### config.mk
export PLATFORM = sky130hd
export DESIGN_NAME = sfm_raster
export DESIGN_NICKNAME = d
export VERILOG_FILES = /design/src/rtl/sfm_pkg.sv /design/src/rtl/sfm_raster.sv
export SDC_FILE = /design/constraint.sdc
export NUM_CORES = 1
export LEC_CHECK = 0
export ABC_AREA = 1
export BUFFER_PORTS_ARGS = -buffer_cell sky130_fd_sc_hd__buf_2
export CAP_MARGIN = 20
export CORE_MARGIN = 10
export CORE_UTILIZATION = 55
export CTS_CLUSTER_SIZE = 20
export DETAILED_ROUTE_END_ITERATION = 12
export PLACE_DENSITY = 0.74
export SYNTH_ARGS = -nofsm -noshare
export SYNTH_HDL_FRONTEND = slang
export SYNTH_SLANG_ARGS = --single-unit
export TNS_END_PERCENT = 30
### constraint.sdc
create_clock -name clk -period 3.6 [get_ports clk]
set_input_delay 0 -clock clk [delete_from_list [all_inputs] [get_ports clk]]
set_output_delay 0 -clock clk [all_outputs]
set_load 0.005 [all_outputs]
### src/rtl/sfm_pkg.sv
// shared types, constants and codes of the surface feature marker
// no dependencies; imported by the interfaces and every module of the block
package sfm_pkg;

	localparam int MAX_FEATURES_DEF = 4096;
	localparam int MAX_AXIS_DEF     = 256;
	localparam int ID_W             = 12;
	localparam int CFG_W            = 9;
	localparam int CFG_IDX_W        = 2;

	// word kinds
	localparam logic OP_VOXEL = 1'b0;
	localparam logic OP_QUERY = 1'b1;

	// configuration register indexes
	typedef enum logic [CFG_IDX_W-1:0] {
		REG_SIZE_X = 2'd0,
		REG_SIZE_Y = 2'd1,
		REG_SIZE_Z = 2'd2
	} cfg_reg_t;

	// flag store sequencing
	typedef enum logic {
		FLG_CLEAR,
		FLG_RUN
	} flag_state_t;

	// mark slots of one voxel
	localparam int N_SLOTS   = 4;
	localparam int SLOT_SELF = 0;
	localparam int SLOT_X    = 1;
	localparam int SLOT_Y    = 2;
	localparam int SLOT_Z    = 3;

	typedef struct packed {
		logic has_x;
		logic has_y;
		logic has_z;
		logic on_edge;
	} nbr_info_t;

	typedef struct packed {
		logic mark;
		logic query;
	} flag_cmd_t;

endpackage

### src/rtl/sfm_raster.sv
// raster position counters, plane buffer pointer and size registers
// depends on sfm_pkg
module sfm_raster import sfm_pkg::*; #(
	parameter int MAX_AXIS = MAX_AXIS_DEF
) (
	input  logic                           clk,
	input  logic                           arst_n,
	input  logic                           cfg_wr_en,
	input  logic [CFG_IDX_W-1:0]           cfg_index,
	input  logic [CFG_W-1:0]               cfg_data,
	input  logic                           step,
	output logic [2*$clog2(MAX_AXIS)-1:0]  ptr,
	output logic [2*$clog2(MAX_AXIS)-1:0]  up_ptr,
	output nbr_info_t                      info
);

	localparam int AW = $clog2(MAX_AXIS);
	localparam int SW = $clog2(MAX_AXIS + 1);
	localparam int PW = 2 * AW;

	logic [SW-1:0] size_x_q, size_y_q, size_z_q;
	logic [AW-1:0] pos_x_q, pos_y_q, pos_z_q;
	logic [PW-1:0] ptr_q;
	logic          cfg_hit;
	logic          x_last, y_last, z_last;

	function automatic logic [SW-1:0] clamp_size(input logic [CFG_W-1:0] v);
		logic [31:0] w;
		w = 32'(v);
		if (w == 32'd0) begin
			w = 32'd1;
		end else if (w > 32'(MAX_AXIS)) begin
			w = 32'(MAX_AXIS);
		end
		return SW'(w);
	endfunction

	function automatic logic at_edge(input logic [AW-1:0] c, input logic [SW-1:0] n);
		return (n > SW'(1)) && ((c == '0) || (SW'(c) == n - SW'(1)));
	endfunction

	always_comb begin
		cfg_hit = 1'b0;
		case (cfg_reg_t'(cfg_index))
			REG_SIZE_X: cfg_hit = cfg_wr_en;
			REG_SIZE_Y: cfg_hit = cfg_wr_en;
			REG_SIZE_Z: cfg_hit = cfg_wr_en;
			default:    cfg_hit = 1'b0;
		endcase
	end

	assign x_last = (SW'(pos_x_q) + SW'(1)) >= size_x_q;
	assign y_last = (SW'(pos_y_q) + SW'(1)) >= size_y_q;
	assign z_last = (SW'(pos_z_q) + SW'(1)) >= size_z_q;

	always_ff @(posedge clk or negedge arst_n) begin
		if (!arst_n) begin
			size_x_q <= SW'(1);
			size_y_q <= SW'(1);
			size_z_q <= SW'(1);
		end else if (cfg_hit) begin
			case (cfg_reg_t'(cfg_index))
				REG_SIZE_X: size_x_q <= clamp_size(cfg_data);
				REG_SIZE_Y: size_y_q <= clamp_size(cfg_data);
				REG_SIZE_Z: size_z_q <= clamp_size(cfg_data);
				default:    ;
			endcase
		end
	end

	always_ff @(posedge clk or negedge arst_n) begin
		if (!arst_n) begin
			pos_x_q <= '0;
			pos_y_q <= '0;
			pos_z_q <= '0;
			ptr_q   <= '0;
		end else if (cfg_hit) begin
			pos_x_q <= '0;
			pos_y_q <= '0;
			pos_z_q <= '0;
			ptr_q   <= '0;
		end else if (step) begin
			if (!x_last) begin
				pos_x_q <= pos_x_q + AW'(1);
				ptr_q   <= ptr_q + PW'(1);
			end else begin
				pos_x_q <= '0;
				if (!y_last) begin
					pos_y_q <= pos_y_q + AW'(1);
					ptr_q   <= ptr_q + PW'(1);
				end else begin
					pos_y_q <= '0;
					ptr_q   <= '0;
					pos_z_q <= z_last ? '0 : pos_z_q + AW'(1);
				end
			end
		end
	end

	assign ptr          = ptr_q;
	assign up_ptr       = ptr_q - PW'(size_x_q);
	assign info.has_x   = pos_x_q != '0;
	assign info.has_y   = pos_y_q != '0;
	assign info.has_z   = pos_z_q != '0;
	assign info.on_edge = at_edge(pos_x_q, size_x_q) || at_edge(pos_y_q, size_y_q) ||
		at_edge(pos_z_q, size_z_q);

endmodule

== After elaboration in Yosys (flattened, before gate mapping) ==
Cells that the tools add are included.
Word-level totals
  logic and storage cells: 74
  bits in registers: 67
  input port bits: 15
Operators by class
  magnitude comparators: 7
  eq/ne operators: 5
  reduce and logical (&&, ||, !) cells: 25
  add/sub/neg operators: 11
  mux-type cells: 19
Operator list (count)
  $mux W8: 12
  $mux W16: 4
  $add A8 B1 Y9 const B: 3
  $eq A8 B9 Y1: 3
  $ge A9 B9 Y1: 3
  $gt A9 B1 Y1 const B: 3
  $sub A9 B1 Y9 const B: 3
  $add A8 B1 Y8 const B: 3
  $logic_not A8 Y1: 3
  $reduce_bool A8 Y1: 3
  $mux W9: 2
  $add A16 B1 Y16 const B: 1
  $sub A16 B9 Y16: 1
  $gt A9 B9 Y1 const B: 1
  $logic_not A9 Y1: 1
  $reduce_and A2 Y1: 4
  $reduce_bool A2 Y1: 3
  $logic_or A1 B1 Y1: 5
  $logic_and A1 B1 Y1: 3
  $reduce_and A3 Y1: 1
  $reduce_or A3 Y1: 1
  $eq A2 B1 Y1 const B: 1
  $eq A2 B2 Y1 const B: 1
  $logic_not A2 Y1: 1
  $mux W1: 1

== Logic depth before layout (Yosys ltp) ==
Gate-level depths: netlist of run 1.
  depth in word-level cells: 7
  mapped depth: 16

== Worst setup path after synthesis of run 1 ==
Ideal clock, no wire load.
  path type: register to register
  start point: reg pos_x_q[1]
  end point: reg pos_y_q[6]
  period minus slack after synthesis: 2.452 ns
  cell stages (with the launch flop): 16
  setup time: 0.120 ns
  buffers on the path: 1
  data arrival time: 2.332 ns
  path slack: 1.148 ns
  cell sequence: dfrtp_1 ha_1 nand3_1 nor3_1 xor2_1 inv_1 ha_1 nand2_1 nor2_1 nand3_1 nand4_4 nor2_8 nor2_8 buf_12 nand3_2 o21ai_2
On the way
  longest elaborated chain between the ends: 4
RTL lines
  from (decl): line sfm_raster.sv:22  | logic [AW-1:0] pos_x_q, pos_y_q, pos_z_q;
  from (signal assigned): line sfm_raster.sv:84  | pos_x_q <= pos_x_q + AW'(1);
  $add A8 B1 Y9: line sfm_raster.sv:52  | assign x_last = (SW'(pos_x_q) + SW'(1)) >= size_x_q;
  $ge A9 B9 Y1: line sfm_raster.sv:52
  $reduce_bool A2 Y1 (no source line)
  $reduce_and A2 Y1 (no source line)
  to (signal assigned): line sfm_raster.sv:89  | pos_y_q <= pos_y_q + AW'(1);
  to (decl): line sfm_raster.sv:22
Every way passes these cells.
A chain may end at the register's enable or synchronous reset.

== Worst setup path after layout of run 1 ==
  start point: reg pos_x_q[1]
  end point: reg pos_z_q[1]
On the way
  longest elaborated chain between the ends: 4
RTL lines
  $add A8 B1 Y9: line sfm_raster.sv:52
  $ge A9 B9 Y1: line sfm_raster.sv:52
  $reduce_bool A2 Y1 (no source line)
  $reduce_and A3 Y1 (no source line)
  to (signal assigned): line sfm_raster.sv:94  | pos_z_q <= z_last ? '0 : pos_z_q + AW'(1);
  to (decl): line sfm_raster.sv:22
Every way passes these cells.

==> results.md, run 1 <==
- The run finished with clean final reports.
- The endpoint required time on the critical path is 3.86 ns.
- The number of rows in the core area is 37.
- The type of the most critical hold path is in2reg.
- The detail-routed net length per standard cell is 15.5 µm.
- The routed layout has 5694 vias.
- In this run, distinct cell masters in the synthesized netlist total 52.
- Summed over all layers, the global routing overflow is 0.
- The total count of hold-check failures in the final report is 0.
- For the final routed database, the setup TNS stands at 0 ns.
- The synthesized instance count is 829.
- Once layout is complete, the utilization of the core stands at 62.7%.
- The detail-routed via count per cell is 5.56.
- The count of unresolved DRC violations after routing is 0.
- The tree is rooted in a clkbuf_8.
- The net count of the mapped netlist is 894.
- The core region is 0.0104 mm².
- Of the synthesized area, sequential elements account for 28.3%.
- The total of fill cells in the finished design is 938.
- At the end of routability-driven placement, the weighted congestion stood at 0.899.
- From synthesis to final layout, the design area changed by 10.1%.
- For the worst setup path, the data arrival time is 3.20 ns.
- The power per cell area is 532 mW/mm².
- IR analysis of the VDD net gives a maximum drop of 0.411 mV.
- Pin placement for this block handled 51 I/O pins.
- The number of buffers created by CTS is 9.
- For this design, the sink count on the clock tree is 67.
- STA classifies the critical path endpoint as a flip-flop.
- The reg-to-reg setup timing slack is 0.66 ns.
- Timing would allow up to 340 MHz.
- After synthesis, the cell types taking the most area are dfrtp_1 27%, nand2_1 14%, ha_1 10%.
- The total number of nets in the final design is 948.
- Of all nets on the critical path, the largest fanout is 25.
- Clock-pin slew was measured on the worst setup and hold paths at 0.09 ns.
- The number of antenna diodes in the final layout is 0.
- The first-pass GRT wire length is 26000 µm.
- For this run, the leading register cell type out of synthesis is dfrtp_1.
- The fraction of layout instances using a drive strength above 1 is 16.1%.
- Setup repair after global routing left no endpoint under its margin.
- Summed over all nets, the half-perimeter wirelength after detailed placement is 12400 µm.
- The share of Yosys cell area claimed by the top area cell type is 27.0%.
- The clock skew after layout is 0.0153 ns.
- For this configuration, the core starts out at a cell density of 57.0%.
- The setup violation total in the final timing report is 0.
- The largest area contributor in the netlist is dfrtp_1.
- The worst relative slew slack is 41.3%.
- The number of max-cap violations is 0.
- The post-route clock period utilization is 81.6%.
- The time the worst path needs with I/O delays and setup is 2.94 ns.
- The overall power after layout is 3.48 mW.
- The number of nets with antenna violations after routing is 0.
- The synthesis-stage register bit count is 67.
- The final layout contains routed wiring with a total length of 15800 µm.
- The number of global-route vias before repair was 5375.
- STA classifies the critical path startpoint as a flip-flop.
- The die is 124 µm tall.
- The violation count after the first detailed-route iteration is 488.
- Entering global routing, the biggest net connects 39 pins.
- Global routing used 21.0% of the available tracks.
- The number of port buffers is 50.
- The post-synthesis area per instance is 7.16 µm².
- The number of pins with negative max-slew slack in the final report was 0.
- From left edge to right edge, the die measures 124 µm.
- The cell leakage power is 3.39 nW.
- The worst-case setup slack after placement is 0.673 ns.
- The maximum clock insertion buffer count is 2.
- Summing every instance area after synthesis gives 0.00594 mm².
- CTS built an H-tree with a depth of 3.
- At the pin with the least slew margin, the transition time is 0.881 ns.
- The proportion of register bits with asynchronous set or reset after synthesis is 100%.
- For this run, the detailed router's first-pass iteration total came to 7.
- The number of setup buffers added after CTS is 0.
- The number of synthesis warnings is 0.
- By startpoint and endpoint, the worst setup path is classified as reg2reg.
- The number of antenna violations at the first check in global routing is 0.
- TritonCTS built the clock tree.
- The source-to-sink clock delay at the later pin of the worst-skew pair is 0.37 ns.
- The count of flip-flops with a built-in enable after synthesis is 0.
- The die outline area is 0.0153 mm².
- The least setup slack across all paths after layout is 0.662 ns.
## sequential cells by signal (all words and copies together) (netlist names)
name / cells
pos_x_q: 8
ptr: 16
size_x_q: 9
size_z_q: 9
pos_y_q: 8
size_y_q: 9
pos_z_q: 8
## kinds of logic after synthesis
group           Yosys count  synth area share [%]
compound gates          110                  11.8
buf+inv                 132                  9.36
simple gates            428                  33.7
fa+ha+maj                50                  10.7
flops                    67                  28.3
xor+xnor                 42                  6.20
## final cells by class
cell class              instances  area (µm²)  share of cell area, %
flip-flops and latches         67        1680                   25.7
clock inverters                 7         100                   1.53
multi-input cells             630        3700                   56.6
repair buffers                 56         303                   4.63
inverters                     119         457                   6.99
clock buffers                   9         124                   1.90
well taps                     136         170                   2.60
## synth_stat cells (all sizes together) (5+ instances only)
library cell  instances
nand2               222
inv                 119
nor2                 81
o21ai                72
nand3                71
dfrtp                64
ha                   49
xor2                 33
a21oi                27
nor3                 23
nand4                14
xnor2                 9
buf                   8
nand3b                6
clkbuf                5
or2                   5
## timing repair
item | CTS | global route
resized for setup | 0 | 0
hold buffers | 3 | 0
hold endpoints to repair | 41 | 0
## per-layer routing
metal	routed length (µm)	up-vias	track usage, %	share of wire, %
li1	-	2786	-	-
met1	7320	2694	28.9	46
met2	7070	178	32.7	45
met3	1050	36	3.12	6.6
met4	399	0	7.71	2.5
met5	0	-	0	0
## report_power, final
part           leakage (nW)  internal, mW  switching [mW]  total [mW]
combinational          2.41         0.642            1.05        1.70
sequential            0.883         0.870           0.180        1.05
clock                 0.102         0.393           0.339       0.733
total                  3.39          1.90            1.57        3.48
## worst paths after layout
kind	from	to	cells after the start
worst max register to register	pos_x_q[1]	pos_z_q[1]	15
worst min-delay path	cfg_data[8]	size_z_q[8]	3
max in group asynchronous	arst_n	size_y_q[0]	3
worst max-delay path	pos_x_q[1]	pos_z_q[1]	15
min in group asynchronous	arst_n	ptr[10]	2
worst min register to register	size_y_q[0]	size_y_q[0]	2
## placed cells by master (no fill, tap or decap), drive strengths merged, types with 5 or more instances in the layout
cell type / count
buf: 53
nand2: 222
inv: 120
nor2: 81
nand3: 71
o21ai: 72
xor2: 33
nand3b: 6
dfrtp: 64
clkbuf: 9
xnor2: 9
ha: 49
a21oi: 27
nand4: 14
nor3: 23
or2: 5
## worst max-delay path, stage by stage, from the launching register on
cell and delay (ns):
dfrtp_1 0.40, ha_1 0.20, nand3_1 0.12, nor3_1 0.25
xor2_1 0.18, inv_1 0.09, ha_1 0.29, nand2_1 0.10
nor2_1 0.12, nand3_1 0.12, nand4_4 0.19, nor2_8 0.07
nor2_8 0.34, nand2_2 0.19, nand2_1 0.12, nand2_1 0.05
## per-stage QoR
step / cell area, µm² / hold WS (ns) / instances
after floorplan: 5940 / -0.296 / 829
after CTS: 6530 / 0.0366 / 1024
after global placement: 6280 / 0.148 / 1005
final: 6530 / 0.0468 / 1024
after global routing: 6530 / 0.0650 / 1024
after detailed placement: 6280 / 0.161 / 1005
Note: power is estimated with default switching activity, not from simulation.
==> run 2, diff against run 1 <==
==> constraint.sdc (replaced) <==
create_clock -name clk -period 3.05 [get_ports clk]
set_input_delay 0 -clock clk [delete_from_list [all_inputs] [get_ports clk]]
set_output_delay 0 -clock clk [all_outputs]
set_load 0.005 [all_outputs]
==> run 2 against run 1 <==
Compared with the run above: clock skew shrank 0.0066 ns; worst hold slack got worse by 0.023 ns; sequential share of layout area fell by 0.27 points; core utilization is 0.66 points higher.
==> results.md, run 2 (synthesis gave the netlist of run 1 again) <==
- The net switching fraction of the power was 44.5% (was 45.3%).
- The die height came to 124 µm (unchanged).
- The number of iterations in the first detailed-routing pass is 5 (was 7).
- The worst min-delay path startpoint is cfg_data[6] (was cfg_data[8]).
- The worst-case setup slack after placement is 0.156 ns (was 0.673 ns).
- The number of global-route vias before repair came to 5647 (was 5375).
- The count of H-tree levels built during CTS is 3 (unchanged).
- The least setup slack across all paths after layout is 0.187 ns (was 0.662 ns).
- The clock network power share is 20.7% (was 21.1%).
- The post-route clock period utilization is 93.9% (was 81.6%).
- The switching power is 1.84 mW (was 1.57 mW).
- The transition time of the tightest slew-check pin was 0.606 ns (was 0.881 ns).
- The design area came to 0.00660 mm² (was 0.00653 mm²).
- The peak supply drop is 0.495 mV (was 0.411 mV).
- The final standard cell count with taps included and fillers excluded was 1030 (was 1024).
- The detail-routed net length per standard cell is 15.7 µm (was 15.5 µm).
- The buffer type at the clock tree root is clkbuf_8 (unchanged).
- The proportion of power drawn by combinational gates is 49.0% (was 48.8%).
- The total number of nets in the final design is 954 (was 948).
- The placeable core region is 0.0104 mm² (unchanged).
- The cell leakage power is 3.43 nW (was 3.39 nW).
- The total congestion overflow is 0 (unchanged).
- The cell area reported after detailed placement is 0.00629 mm² (was 0.00628 mm²).
- Top library cells by usage in the layout, fill and taps aside: 217 x nand2_1, 114 x inv_1, 68 x nor2_1, 64 x dfrtp_1, 63 x nand3_1 (unchanged).
- The first-pass GRT wire length is 27300 µm (was 26000 µm).
- The number of diodes added for antenna fixing was 0 (unchanged).
- The clock skew after layout is 0.00870 ns (was 0.0153 ns).
- The setup violation total in the final timing report was 0 (unchanged).
- The number of max-cap violations is 0 (unchanged).
- The horizontal die dimension is 124 µm (unchanged).
- The reg-to-reg setup timing slack came to 0.19 ns (was 0.66 ns).
- The clock transition at the register clock pins on the worst setup and hold paths after CTS is 0.08 ns (was 0.09 ns).
- Run status: finished clean (unchanged).
- Unrepaired setup endpoints after global routing: yes (was no).
- The cell at the slowest stage of the critical path is dfrtp_1 (unchanged).
- The final-layout worst hold slack is 0.0239 ns (was 0.0468 ns).
- The number of antenna violations at the first check in global routing is 0 (unchanged).
- The number of top-level pins was 51 (unchanged).
- The end point of the most critical hold path is size_z_q[6] (was size_z_q[8]).
- The family with the most delay on the worst path is simple AND/OR/NAND/NOR gates (unchanged).
- The worst relative slew slack is 59.5% (was 41.3%).
- The total count of hold-check failures in the final report is 0 (unchanged).
- The number of placed cells counting well taps was 1007 (was 1005).
- The internal power consumption came to 2.29 mW (was 1.90 mW).
- The critical path launch point type is a flip-flop (unchanged).
- The number of rows in the core area is 37 (unchanged).
- The die outline area is 0.0153 mm² (unchanged).
- The signed area change from the synthesized netlist to the final layout came to 11.2% (was 10.1%).
- The maximum cell stage delay along the critical path is 0.39 ns (was 0.40 ns).
- The detailed-placement wirelength estimate is 12700 µm (was 12400 µm).
- The class of the most critical setup path is reg2reg (unchanged).
- The maximum net fanout on the critical path is 16 (was 25).
- The worst reg2reg path depth is 15 (unchanged).
- The maximum clock insertion buffer count is 2 (unchanged).
- The count of unresolved DRC violations after routing is 0 (unchanged).
- The arrival time of the worst setup path was 3.15 ns (was 3.20 ns).
- The placer's final routability congestion estimate is 0.955 (was 0.899).
- The post-detailed-routing wire length came to 16100 µm (was 15800 µm).
- The total number of clock tree sinks is 67 (unchanged).
- The number of instances on the worst hold path is 3 (unchanged).
- The number of nets with antenna violations after routing is 0 (unchanged).
- The power per cell area is 626 mW/mm² (was 532 mW/mm²).
- The core occupancy in the finished layout is 63.4% (was 62.7%).
- The CTS tree is done (unchanged).
- The worst reg2reg path endpoint is pos_y_q[6] (was pos_z_q[1]).
- The start of the worst register-to-register path is pos_x_q[1] (unchanged).
- The starting density of the core was 57.0% (unchanged).
- The endpoint required time on the critical path was 3.34 ns (was 3.86 ns).
- The final-layout setup total negative slack is 0 ns (unchanged).
- The overall routing resource usage came to 22.1% (was 21.0%).
- The time the worst path needs with I/O delays and setup is 2.86 ns (was 2.94 ns).
- The violation count after the first detailed-route iteration was 566 (was 488).
- The fraction of layout instances using a drive strength above 1 is 17.0% (was 16.1%).
- The number of flip-flops under the largest register name is 16 (unchanged).
- The type of the most critical hold path is in2reg (unchanged).
- The number of pins with negative max-slew slack in the final report was 0 (unchanged).
- Worst-path cell chain: ha_1 > nand3_1 > nor3_1 > xor2_1 > inv_1 > ha_1 > nand2_1 > nor2_1 > nand3_1 > nand4_4 > nor2_8 > nor2_8 > buf_12 > buf_4 > o21ai_2 (was ha_1 > nand3_1 > nor3_1 > xor2_1 > inv_1 > ha_1 > nand2_1 > nor2_1 > nand3_1 > nand4_4 > nor2_8 > nor2_8 > nand2_2 > nand2_1 > nand2_1).
- The largest net degree at the start of global routing is 35 (was 39).
- The number of port buffers is 50 (unchanged).
- The buffer and inverter count on the worst path came to 3 (was 1).
- The most common cell after layout, fill and taps aside was nand2_1 (unchanged).
- The via count is 5779 (was 5694).
- The source-to-sink clock delay at the later pin of the worst-skew pair was 0.36 ns (was 0.37 ns).
- The share of total power in sequential cells is 30.3% (was 30.2%).
- The upper clock frequency limit is 349 MHz (was 340 MHz).
- The type of destination of the critical path is a flip-flop (unchanged).
- The detail-routed via count per cell was 5.61 (was 5.56).
- The number of buffers created by CTS came to 9 (unchanged).
- The overall power after layout was 4.13 mW (was 3.48 mW).
## run 2: worst reg2reg max path, cell delays in order, from the launching register on
cell and delay (ns):
dfrtp_1 0.39, ha_1 0.20, nand3_1 0.12, nor3_1 0.28
xor2_1 0.18, inv_1 0.09, ha_1 0.30, nand2_1 0.14
nor2_1 0.07, nand3_1 0.12, nand4_4 0.19, nor2_8 0.23
nor2_8 0.07, buf_12 0.16, buf_4 0.14, o21ai_2 0.11
## run 2: how the worst max path moves through the flow
stage / start / end / slack (ns) / depth (start not counted)
floorplan: pos_x_q[1] / pos_y_q[6] / 0.60 / 15
global placement: pos_x_q[1] / pos_z_q[2] / 0.31 / 15
detailed placement: pos_x_q[1] / pos_z_q[5] / 0.16 / 15
CTS: pos_x_q[1] / pos_z_q[5] / 0.13 / 15
global route: pos_x_q[1] / pos_y_q[6] / -0.005 / 16
finish: pos_x_q[1] / pos_y_q[6] / 0.19 / 15
## run 2: final cells by class
class | count | area [µm²]
multi-input cells | 630 | 3710
repair buffers | 62 | 358
inverters | 119 | 457
clock buffers | 10 | 138
clock inverters | 6 | 88.8
flip-flops and latches | 67 | 1680
well taps | 136 | 170
fillers | 929 | 3810
## run 2: metal layers
| layer | track usage, % | part of all wire (%) | vias to the layer above |
|---|---|---|---|
| li1 | - | - | 2805 |
| met2 | 35.2 | 46 | 196 |
| met4 | 8.88 | 2.5 | 0 |
| met3 | 3.53 | 5.9 | 39 |
| met1 | 29.3 | 46 | 2739 |
| met5 | 0 | 0 | - |
## run 2: timing repair
item	4_1_cts	5_1_grt
setup buffers	0	5
endpoints found under the hold margin	26	0
hold buffers	2	0
setup endpoints to repair	0	27
gates resized for setup	0	2
## run 2: power groups by stage
stage / combinational, mW / clock [mW] / sequential (mW)
after floorplan: 1.40 / 0 / 1.19
after global placement: 1.91 / 0 / 1.25
after detailed placement: 1.97 / 0 / 1.26
after CTS: 1.98 / 0.859 / 1.24
after global routing: 2.31 / 0.900 / 1.27
final: 2.02 / 0.856 / 1.25
==> run 3, diff against run 2 <==
--- a/config.mk
+++ b/config.mk
@@ -9,10 +9,10 @@
 export BUFFER_PORTS_ARGS = -buffer_cell sky130_fd_sc_hd__buf_2
 export CAP_MARGIN = 20
 export CORE_MARGIN = 10
-export CORE_UTILIZATION = 55
+export CORE_UTILIZATION = 61
 export CTS_CLUSTER_SIZE = 20
 export DETAILED_ROUTE_END_ITERATION = 12
-export PLACE_DENSITY = 0.74
+export PLACE_DENSITY = 0.81
 export SYNTH_ARGS = -nofsm -noshare
 export SYNTH_HDL_FRONTEND = slang
 export SYNTH_SLANG_ARGS = --single-unit
==> run 3 against run 2 <==
Compared with the run above: sequential share of layout area grew 0.30 points; worst hold slack improved by 0.016 ns; core utilization up 6.3 points; first-iteration DRC count shrank 10%; final cell count down 1.2%; wire length is 1.9% lower; worst setup slack got worse by 0.019 ns; clock power decreased by 12%; global-route usage rose by 0.58 points; clock skew rose by 0.0021 ns; non-clock buffer count down 5; critical endpoint is now pos_y_q[3]; largest power group unchanged.
==> results.md, run 3 (synthesis gave the netlist of run 1 again) <==
- Run status: finished clean (unchanged).
- The internal power consumption was 2.22 mW (was 2.29 mW).
- The number of buffers created by CTS is 9 (unchanged).
- The time the worst path needs with I/O delays and setup is 2.88 ns (was 2.86 ns).
- The number of top-level pins was 51 (unchanged).
- Unrepaired setup endpoints after global routing: yes (unchanged).
- The largest net degree at the start of global routing is 35 (unchanged).
- The violation count after the first detailed-route iteration is 507 (was 566).
- The source-to-sink clock delay at the later pin of the worst-skew pair is 0.34 ns (was 0.36 ns).
- The most common cell after layout, fill and taps aside is nand2_1 (unchanged).
- The maximum net fanout on the critical path is 17 (was 16).
- The via count came to 5693 (was 5779).
- The cell area reported after detailed placement is 0.00630 mm² (was 0.00629 mm²).
- The overall routing resource usage was 22.6% (was 22.1%).
- The number of port buffers is 50 (unchanged).
- The worst relative slew slack is 46.4% (was 59.5%).
- The count of H-tree levels built during CTS is 3 (unchanged).
- The critical path launch point type is a flip-flop (unchanged).
- The worst setup path endpoint is pos_y_q[3] (was pos_y_q[6]).
- The cell leakage power came to 3.40 nW (was 3.43 nW).
- The type of destination of the critical path was a flip-flop (unchanged).
- The detail-routed via count per cell was 5.59 (was 5.61).
- The transition time of the tightest slew-check pin is 0.804 ns (was 0.606 ns).
- The number of flip-flops under the largest register name is 16 (unchanged).
- The placer's final routability congestion estimate is 0.943 (was 0.955).
- The number of rows in the core area came to 35 (was 37).
- The number of nets with antenna violations after routing came to 0 (unchanged).
- The cell at the slowest stage of the critical path is dfrtp_1 (unchanged).
- The fraction of layout instances using a drive strength above 1 is 16.2% (was 17.0%).
- The count of unresolved DRC violations after routing is 0 (unchanged).
- The detail-routed net length per standard cell is 15.5 µm (was 15.7 µm).
- Worst-path cell chain: inv_1 > nor3_4 > nand4_1 > nor2_1 > xor2_1 > inv_1 > ha_1 > nand2_2 > o21a_2 > nand4_4 > nor2_8 > nor2_8 > buf_12 > nand3_1 > o21ai_2 (was ha_1 > nand3_1 > nor3_1 > xor2_1 > inv_1 > ha_1 > nand2_1 > nor2_1 > nand3_1 > nand4_4 > nor2_8 > nor2_8 > buf_12 > buf_4 > o21ai_2).
- The share of total power in sequential cells is 31.1% (was 30.3%).
- The maximum cell stage delay along the critical path is 0.41 ns (was 0.39 ns).
- The total number of clock tree sinks is 67 (unchanged).
- The buffer type at the clock tree root is clkbuf_8 (unchanged).
- The number of antenna violations at the first check in global routing is 0 (unchanged).
- The class of the most critical setup path is reg2reg (unchanged).
- The power per cell area is 613 mW/mm² (was 626 mW/mm²).
- The worst reg2reg path depth is 15 (unchanged).
- The design area was 0.00653 mm² (was 0.00660 mm²).
- The endpoint required time on the critical path is 3.28 ns (was 3.34 ns).
- The reg-to-reg setup timing slack came to 0.17 ns (was 0.19 ns).
- The placeable core region is 0.00937 mm² (was 0.0104 mm²).
- The net switching fraction of the power came to 44.5% (about the same).
- The total count of hold-check failures in the final report is 0 (unchanged).
- The die outline area is 0.0141 mm² (was 0.0153 mm²).
- The setup violation total in the final timing report is 0 (unchanged).
- The worst setup path startpoint was pos_x_q[1] (unchanged).
- The number of buffers inserted by post-CTS setup repair was 0 (unchanged).
- The die height is 119 µm (was 124 µm).
- The type of the most critical hold path is in2reg (unchanged).
- The maximum clock insertion buffer count is 2 (unchanged).
- The CTS tree is done (unchanged).
- The total congestion overflow is 0 (unchanged).
- The horizontal die dimension was 119 µm (was 124 µm).
- The post-detailed-routing wire length is 15800 µm (was 16100 µm).
- The number of pins with negative max-slew slack in the final report is 0 (unchanged).
- The arrival time of the worst setup path is 3.12 ns (was 3.15 ns).
- The core occupancy in the finished layout came to 69.6% (was 63.4%).
- The signed area change from the synthesized netlist to the final layout is 9.95% (was 11.2%).
- The clock skew after layout was 0.0108 ns (was 0.00870 ns).
- The number of global-route vias before repair is 5600 (was 5647).
- The clock network power share came to 18.9% (was 20.7%).
- The switching power was 1.78 mW (was 1.84 mW).
- The start of the worst register-to-register path is pos_x_q[1] (unchanged).
- The detailed-placement wirelength estimate is 12500 µm (was 12700 µm).
- The total number of nets in the final design was 949 (was 954).
- The worst reg2reg path endpoint was pos_y_q[3] (was pos_y_q[6]).
- The post-route clock period utilization is 94.5% (was 93.9%).
- The starting density of the core came to 63.3% (was 57.0%).
- The number of diodes added for antenna fixing is 0 (unchanged).
- The first-pass GRT wire length is 26800 µm (was 27300 µm).
- The number of iterations in the first detailed-routing pass was 6 (was 5).
- The clock transition at the register clock pins on the worst setup and hold paths after CTS is 0.07 ns (was 0.08 ns).
- The upper clock frequency limit is 347 MHz (was 349 MHz).
- The peak supply drop is 0.365 mV (was 0.495 mV).
- The proportion of power drawn by combinational gates came to 50.0% (was 49.0%).
- The number of max-cap violations is 0 (unchanged).
- The overall power after layout is 4.00 mW (was 4.13 mW).
- Top library cells by usage in the layout, fill and taps aside: 217 x nand2_1, 114 x inv_1, 68 x nor2_1, 64 x dfrtp_1, 63 x nand3_1 (unchanged).
## run 3: cell count changes in the layout (fill, tap and decap cells not counted), sizes merged
cell      delta
buf          -5
clkinvlp     -2
bufinv       -1
clkbuf       +4
clkinv       -1
## run 3: layout make-up
type	instances	area [µm²]
clock inverter	2	35.0
inverter	119	457
fill	814	2850
tap	129	161
multi-input combinational	630	3710
timing repair buffer	57	320
clock buffer	14	163
sequential	67	1680
## run 3: timing repair
action	CTS	global route
hold buffers	2	0
gates resized for setup	0	2
hold endpoints to repair	34	0
endpoints found under the setup margin	0	16
## run 3: layer usage
metal	GRT usage (%)	wire length, µm
met5	0	0
met4	7.02	246
met3	3.43	1000
met1	29.6	7000
met2	37.5	7580
## run 3: through the flow
stage / hold WS [ns] / setup WS [ns] / TNS, ns / cells
after floorplan: -0.296 / 0.598 / 0 / 829
after global routing: 0.0358 / -0.0299 / -0.135 / 1018
after CTS: 0.0160 / 0.184 / 0 / 1018
after global placement: 0.124 / 0.347 / 0 / 1000
after detailed placement: 0.129 / 0.234 / 0 / 1000
final: 0.0399 / 0.168 / 0 / 1018
## run 3: worst max-delay path: cells and delay by family, from the launching register on
family	cells	cell delay (ns)
fa+ha+maj	1	0.31
compound gates	2	0.22
simple gates	8	1.25
flops	1	0.41
xor+xnor	1	0.18
buf+inv	3	0.38
## run 3: power groups by stage
stage | Combinational [mW] | Sequential (mW) | Clock [mW]
floorplan | 1.40 | 1.19 | 0
global placement | 1.90 | 1.24 | 0
global route | 2.26 | 1.26 | 0.811
detailed placement | 1.97 | 1.25 | 0
finish | 2.00 | 1.24 | 0.757
CTS | 1.99 | 1.23 | 0.768
## run 3: how the worst min path moves through the flow
| stage | startpoint | end | slack, ns | cells after the start |
|---|---|---|---|---|
| floorplan | arst_n | pos_x_q[0] | -0.30 | 0 |
| global placement | arst_n | ptr[10] | 0.12 | 1 |
| detailed placement | arst_n | ptr[10] | 0.13 | 1 |
| CTS | cfg_data[6] | size_z_q[6] | 0.02 | 3 |
| global route | cfg_data[6] | size_z_q[6] | 0.04 | 3 |
| finish | cfg_data[6] | size_z_q[6] | 0.04 | 3 |
